==> src/hw/rtl/rvex_ram.sv <==
// ----------------------------------------------------------------------------
// rvex_ram
// Generic RAM with one write port and two registered read ports.
// ----------------------------------------------------------------------------
module rvex_ram #(
   parameter int WIDTH = 32,
   parameter int DEPTH = 32
) (
   input  logic                     clock,
   input  logic                     wr_en,
   input  logic [$clog2(DEPTH)-1:0] wr_addr,
   input  logic [WIDTH-1:0]         wr_data,
   input  logic                     rd_en,
   input  logic [$clog2(DEPTH)-1:0] rd_addr_a,
   input  logic [$clog2(DEPTH)-1:0] rd_addr_b,
   output logic [WIDTH-1:0]         rd_data_a,
   output logic [WIDTH-1:0]         rd_data_b
);

   logic [WIDTH-1:0] mem_ff [DEPTH];
   logic [WIDTH-1:0] rd_a_ff;
   logic [WIDTH-1:0] rd_b_ff;

   always_ff @(posedge clock) begin
      if (wr_en) begin
         mem_ff[wr_addr] <= wr_data;
      end
      if (rd_en) begin
         rd_a_ff <= mem_ff[rd_addr_a];
         rd_b_ff <= mem_ff[rd_addr_b];
      end
   end

   assign rd_data_a = rd_a_ff;
   assign rd_data_b = rd_b_ff;

endmodule

==> config.mk <==
export PLATFORM = sky130hd
export DESIGN_NAME = rvex_ram
export DESIGN_NICKNAME = d
export VERILOG_FILES = /design/src/hw/rtl/rvex_ram.sv
export SDC_FILE = /design/constraint.sdc
export NUM_CORES = 1
export LEC_CHECK = 0
export BUFFER_PORTS_ARGS = -buffer_cell sky130_fd_sc_hd__buf_4
export CAP_MARGIN = 0
export CELL_PAD_IN_SITES_DETAIL_PLACEMENT = 1
export CELL_PAD_IN_SITES_GLOBAL_PLACEMENT = 1
export CORE_ASPECT_RATIO = 1.4
export CORE_UTILIZATION = 53
export CTS_CLUSTER_DIAMETER = 120
export CTS_CLUSTER_SIZE = 30
export DETAILED_ROUTE_END_ITERATION = 8
export GPL_TIMING_DRIVEN = 0
export PLACE_DENSITY_LB_ADDON = 0.1
export SYNTH_ARGS = -nofsm -noshare
export SYNTH_HDL_FRONTEND = slang
export SYNTH_SLANG_ARGS = --single-unit
==> constraint.sdc <==
create_clock -name clock -period 3.75 [get_ports clock]
set_clock_uncertainty 0.2 [all_clocks]
set_input_delay 0.9375 -clock clock [delete_from_list [all_inputs] [get_ports clock]]
set_output_delay 0.9375 -clock clock [all_outputs]
set_load 0.03 [all_outputs]
======== Word-level counts from Yosys, hierarchy flattened ========
Memory sizes are Yosys's and may differ from the RTL's. A register that Yosys moved wholly into a read port is not among the register bits.
Index checks and enable logic that the tools add are counted.
Widths: inputs -> output; s select.
word-level totals
  register bits after elaboration ......... 0
  RAM bits ................................ 1024
  input port bits ......................... 50
  output and inout port bits .............. 64
  logic and storage cells ................. 3
  memories ................................ 1
memory list
  name    depth  width  rd ports  clocked after memory_dff  write ports  RTL line  text
  mem_ff  32     32     2         2                         1            20        logic [WIDTH-1:0] mem_ff [DEPTH];
operators by class
  multiplexer cells ....................... 2
operator list
  cell    count
  $mux 1  2

======== Longest topological paths before layout ========
Gate-level depths: netlist of the first run.
  word-level depth ........................ 2
  gate-level depth with buffers ........... 8
  mapped depth without buffers ............ 5

======== Worst setup path after synthesis of the first run ========
OpenSTA, ideal clock, no wires.
  path kind ............................... in2reg
  start ................................... input wr_addr[1]
  end ..................................... memory mem_ff[12][0] (enable)
  arrival time ............................ 2950 ps
  data required time ...................... 3129 ps
  slack ................................... 178 ps
  stages .................................. 3
  path through ............................ or3b_2 > clkbuf_1 > nor2_1
RTL lines
  item                RTL line  text
  start: declaration  11        input logic [$clog2(DEPTH)-1:0] wr_addr,
  end: declaration    20
Straight into the memory's write port.

==> results of run 1 <==
[per-stage QoR]
stage	setup WS, ps	total power (W)	cell area (um2)	TNS [ps]	instances
finish	149	0.0222	55100	0	4856
global route	163	0.0226	55100	0	4854
CTS	315	0.0221	55100	0	4854
detailed placement	-372	0.0166	54000	-1930	4809
global placement	-1840	0.0165	53100	-1588270	4776
floorplan	178	0.0154	50700	0	3450
[sequential cells by signal, indices dropped and copies added, names as in the netlist]
name       count
mem_ff      1024
rd_data_a     32
rd_data_b     32
[logic make-up (layout without fill, tap and decap cells)]
kind of cell	Yosys count	in the layout	share of synthesized area
AND/OR/NAND/NOR	509	509	0.0453
other	0	2	0
buffers and inverters	253	442	0.0309
AO/OA/AOI/OAI	576	576	0.0774
multiplexers	1024	1024	0.202
flip-flops	1088	1088	0.644
[where the power goes]
| group | internal [W] | switching (W) | leakage [nW] |
|---|---|---|---|
| Sequential | 0.0136 | 0.0000897 | 9.86 |
| Combinational | 0.000848 | 0.00184 | 9.84 |
| Clock | 0.00210 | 0.00369 | 0.546 |
| Total | 0.0165 | 0.00562 | 20.2 |
[critical path, cell delays in order]
cell and delay (ps):
buf_4 130, nor2_1 190, buf_2 360, buf_2 380, buf_1 680, nand2_1 130
a31oi_1 450, nand3_1 400
[cell usage after synthesis (3+ instances only)]
library cell	number	area, um2
or3b_2	3	26.3
nor2b_1	4	25.0
nor2_1	35	131
mux2i_1	1024	10200
a22o_1	128	1120
nand3_1	194	971
edfxtp_1	1088	32700
nor3_1	64	320
buf_6	45	507
buf_4	47	353
nand2_1	195	732
nand3b_1	5	37.5
clkbuf_4	4	30.0
buf_2	70	350
a22oi_1	192	1440
nand2b_1	4	25.0
a21oi_1	192	961
a31oi_1	64	400
clkbuf_1	86	323
[cell type report]
| class | instances | share of cell area |
|---|---|---|
| well taps | 1215 | 0.0276 |
| multi-input cells | 2109 | 0.303 |
| flip-flops and latches | 1088 | 0.593 |
| clock buffers | 43 | 0.0195 |
| plain buffers | 253 | 0.0284 |
| repair buffers | 144 | 0.0275 |
| diodes | 2 | 0.0000908 |
| clock inverters | 2 | 0.000704 |
[per-layer routing]
layer	routed length, um	part of all wire
met2	91200	0.53
met4	8070	0.047
met5	34	0.00020
met3	12100	0.070
met1	61700	0.36
[worst min-delay path by stage]
stage / startpoint / end / slack, ps / cells after the start
4_1_cts: wr_data[31] / mem_ff[10][31] / 460 / 1
5_1_grt: wr_data[0] / mem_ff[15][0] / 480 / 1
3_3_place_gp: mem_ff[24][29] / rd_data_b[29] / 510 / 4
6_report: wr_data[31] / mem_ff[8][31] / 480 / 1
2_1_floorplan: mem_ff[16][1] / rd_data_a[1] / 460 / 4
3_5_place_dp: mem_ff[25][19] / rd_data_a[19] / 510 / 4
[cell usage in the layout (no fill, tap or decap), types with 32 or more instances in the layout]
master | netlist | final
nand2_1 | 195 | 195
buf_2 | 70 | 70
a22oi_1 | 192 | 192
nand3_1 | 194 | 194
a21oi_1 | 192 | 192
edfxtp_1 | 1088 | 1088
nor3_1 | 64 | 64
clkbuf_1 | 86 | 86
nor2_4 | 0 | 32
buf_6 | 45 | 45
mux2i_1 | 1024 | 1024
a31oi_1 | 64 | 64
a22o_1 | 128 | 128
clkbuf_16 | 0 | 43
buf_4 | 47 | 158
==> impl_metrics.toml, run 1 <==
[setup_path]
cp-end-kind = "register"
cp-endpoint = "rd_data_a[14]"
rrSetupSlack_ps = 1470
crit_arrival_ps = 3690
ff2ff_path_depth = 5
r2r_start = "mem_ff[7][14]"
startpoint = "rd_addr_a[0]"
cp.required_ps = 3840
critPathKind = "input port to register"
r2r_end = "rd_data_a[14]"
cp_max_fo = 10
start_kind = "input port"

[die]
design.core.area_um2 = 94400
die_h_um = 368
initial_core_util = 0.537
die_area_um2 = 96900
ioPinCount = 114
die_x_um = 263
row_count = 133

[sta]
rsz0062_at_grt = "false"
period_minus_slack_ps = 3600
tightest_slew_ps = 1180
max_freq_mhz = 278
finalSetupViolCount = 0
hold_slack_ps = 476
slew_violations = 0
hold_viol = 0
fin_crit_sh = 0.960
worst_slew_margin_rel = 0.209

[clocking]
clock-root-buffer = "clkbuf_16"
clkTransAtPathRegs_ps = 120
numClockSinks = 1088
cts_buffers = 42
clk_latency_ps = 680
post_cts_buffers = 0
htreeDepth = 2
cts_hold_buf = 0
cts_resized = 0
clk_path_buf_depth = 3
cts_tree = "done"

[grt]
grt_max_degree = 65
grt_pass1_vias = 35400
grt-ovfl-total = 0
grt_pass1_wl_um = 244000
antenna_found_initial = 6
met2_usage = 0.646
grt_use_total = 0.353
grt.met3_usage = 0.0545
gr-max-usage-layer = "met2"
grt_use_met1 = 0.404

[logic_synthesis]
ys.flop_type = "edfxtp_1"
synthArstFlopShare = 0
synthCells = 3450
synth_nets = 3500
yosysSeqAreaShare = 0.644
ys_ff_latch = 1088
synth_area_per_cell_um2 = 14.7
synth_edf_count = 1088
yosys_warnings = 0
synth_cell_types = 23
synth_area_um2 = 50700

[worst_hold_path]
hold_class = "input port to register"

[finish]
post-route-util = 0.584
num-fill-cells = 8811
regArea_um2 = 32700
drive_above_1_share = 0.108
syn2layout_area_growth_pct = 8.67
fin_nets = 3688
multi_input_area_um2 = 16700

[power]
p_per_area_nw_per_um2 = 402
ir_drop_mv = 0.469
power.leakage_nw = 20.2

[route]
drc_errors = 0
wirelength_um = 173000
ant_nets = 0
firstDrtPassIters = 7
routedWlPerCell_um = 35.6
vias_per_cell = 6.81
drt_iter0_markers = 3376
num_vias = 33100

[placement]
place.gp.congestion = 0.950
io_buffers = 111
dp_hpwl_um = 127000

[run]
drv_cap = 0

[run_status]
outcome = "finished clean"
Note: power is estimated with default switching activity, not from simulation.
==> run 2: changes to the inputs <==
--- a/config.mk
+++ b/config.mk
@@ -10,7 +10,8 @@
 export CELL_PAD_IN_SITES_DETAIL_PLACEMENT = 1
 export CELL_PAD_IN_SITES_GLOBAL_PLACEMENT = 1
 export CORE_ASPECT_RATIO = 1.4
-export CORE_UTILIZATION = 53
+export CORE_UTILIZATION = 55
+export CTS_BUF_LIST = sky130_fd_sc_hd__clkbuf_2 sky130_fd_sc_hd__clkbuf_4 sky130_fd_sc_hd__clkbuf_8
 export CTS_CLUSTER_DIAMETER = 120
 export CTS_CLUSTER_SIZE = 30
 export DETAILED_ROUTE_END_ITERATION = 8
==> impl_metrics.toml, run 2 (same netlist as run 1, synthesis figures left out) <==
[run_status]
outcome = "finished clean"

[grt]
grt-ovfl-total = 0
antenna_found_initial = 5
grt_pass1_wl_um = 240000
grt_use_total = 0.361
grt_max_degree = 65
grt_pass1_vias = 35400

[worst_hold_path]
hold_class = "input port to register"
hp-start = "wr_data[14]"
hold_depth = 1
hold_end = "mem_ff[17][14]"

[die]
initial_core_util = 0.555
design.core.area_um2 = 91300
die_h_um = 361
die_x_um = 259
die_area_um2 = 93400
row_count = 131
ioPinCount = 114

[clocking]
htreeDepth = 2
clk_latency_ps = 800
cts_hold_buf = 0
cts_tree = "done"
cts_buffers = 42
clk_path_buf_depth = 3
cts_resized = 0
clkTransAtPathRegs_ps = 180
post_cts_buffers = 0
clock-root-buffer = "clkbuf_8"
numClockSinks = 1088

[setup_path]
cp_max_fo = 10
max_stage_delay_ps = 660
cp.required_ps = 4000
critPathKind = "input port to register"
crit_arrival_ps = 3590
crit_top_cell = "buf_2"
rrSetupSlack_ps = 1470
ff2ff_path_depth = 5
r2r_end = "rd_data_a[14]"
r2r_start = "mem_ff[2][14]"
start_kind = "input port"
cp-end-kind = "register"
crit_slowest_cell = "buf_1"
crit_path_cell_trace = "buf_4 > nor2_1 > buf_2 > buf_2 > buf_1 > nand2_1 > a31oi_1 > nand3_1"

[finish]
final_cell_mix = "edfxtp_1, mux2i_1, nand2_1, nand3_1"
largest_register_ffs = 1024
syn2layout_area_growth_pct = 7.69
layout_commonest_cell = "edfxtp_1"
fin_area_um2 = 54600
largest-register = "mem_ff"
fin_nets = 3687
drive_above_1_share = 0.108
num-fill-cells = 8544

[placement]
io_buffers = 111
dpl-instance-area_um2 = 54000
place.gp.congestion = 0.945
dp_hpwl_um = 126000

[sta]
slew_violations = 0
fin_crit_sh = 0.891
hold_viol = 0
max_freq_mhz = 299
tightest_slew_ps = 1320
rsz0062_at_grt = "false"
hold_slack_ps = 346
finalSetupViolCount = 0
period_minus_slack_ps = 3340
worst_slew_margin_rel = 0.120

[route]
drt_iter0_markers = 3455
ant_nets = 0
routedWlPerCell_um = 35.3
wirelength_um = 171000
num_vias = 33200
vias_per_cell = 6.85
firstDrtPassIters = 6
drc_errors = 0

[power]
power_w = 0.0210
power.leakage_nw = 20.0
ir_drop_mv = 0.495
p_per_area_nw_per_um2 = 385

[run]
drv_cap = 0
[run 2: metrics by stage]
| stage | setup WS (ps) | instances | utilization | setup TNS [ps] |
|---|---|---|---|---|
| 2_1_floorplan | 178 | 3450 | - | 0 |
| 3_3_place_gp | -1940 | 4758 | 0.581 | -1538440 |
| 3_5_place_dp | -312 | 4790 | 0.591 | -1250 |
| 4_1_cts | 522 | 4836 | 0.598 | 0 |
| 5_1_grt | 461 | 4837 | 0.598 | 0 |
| 6_report | 407 | 4837 | 0.598 | 0 |
[run 2: layout make-up]
| type | instances | area, um2 | area share |
|---|---|---|---|
| flip-flops and latches | 1088 | 32700 | 0.598 |
| diodes | 1 | 2.50 | 0.0000458 |
| clock inverters | 1 | 30.0 | 0.000550 |
| plain buffers | 253 | 1570 | 0.0287 |
| well taps | 1197 | 1500 | 0.0274 |
| multi-input cells | 2109 | 16700 | 0.306 |
| repair buffers | 143 | 1510 | 0.0277 |
| clock buffers | 45 | 619 | 0.0113 |
[run 2: worst max-delay path by stage]
| stage | startpoint | to | slack (ps) | cells past startpoint |
|---|---|---|---|---|
| 3_3_place_gp | wr_addr[1] | mem_ff[4][7] | -1940 | 4 |
| 6_report | rd_addr_a[0] | rd_data_a[14] | 410 | 8 |
| 3_5_place_dp | rd_addr_a[0] | rd_data_a[14] | -310 | 8 |
| 2_1_floorplan | wr_addr[1] | mem_ff[12][0] | 180 | 3 |
| 4_1_cts | rd_addr_a[0] | rd_data_a[14] | 520 | 8 |
| 5_1_grt | rd_addr_a[0] | rd_data_a[11] | 460 | 8 |
[run 2: critical path: cells and delay by family]
family	cells	cell delay, ps
simple gates	3	690
buf+inv	4	1520
compound gates	1	430
[run 2: report_power, final]
group | internal, W | leakage (nW) | switching [W]
combinational | 0.000848 | 9.84 | 0.00182
sequential | 0.0136 | 9.86 | 0.0000919
clock | 0.00110 | 0.335 | 0.00354
[run 2: layer usage]
layer	wire (um)	vias up	global-route usage
li1	-	13900	-
met1	60400	17100	0.418
met2	89200	1649	0.651
met3	12100	498	0.0499
met4	8980	4	0.179
met5	23	-	0
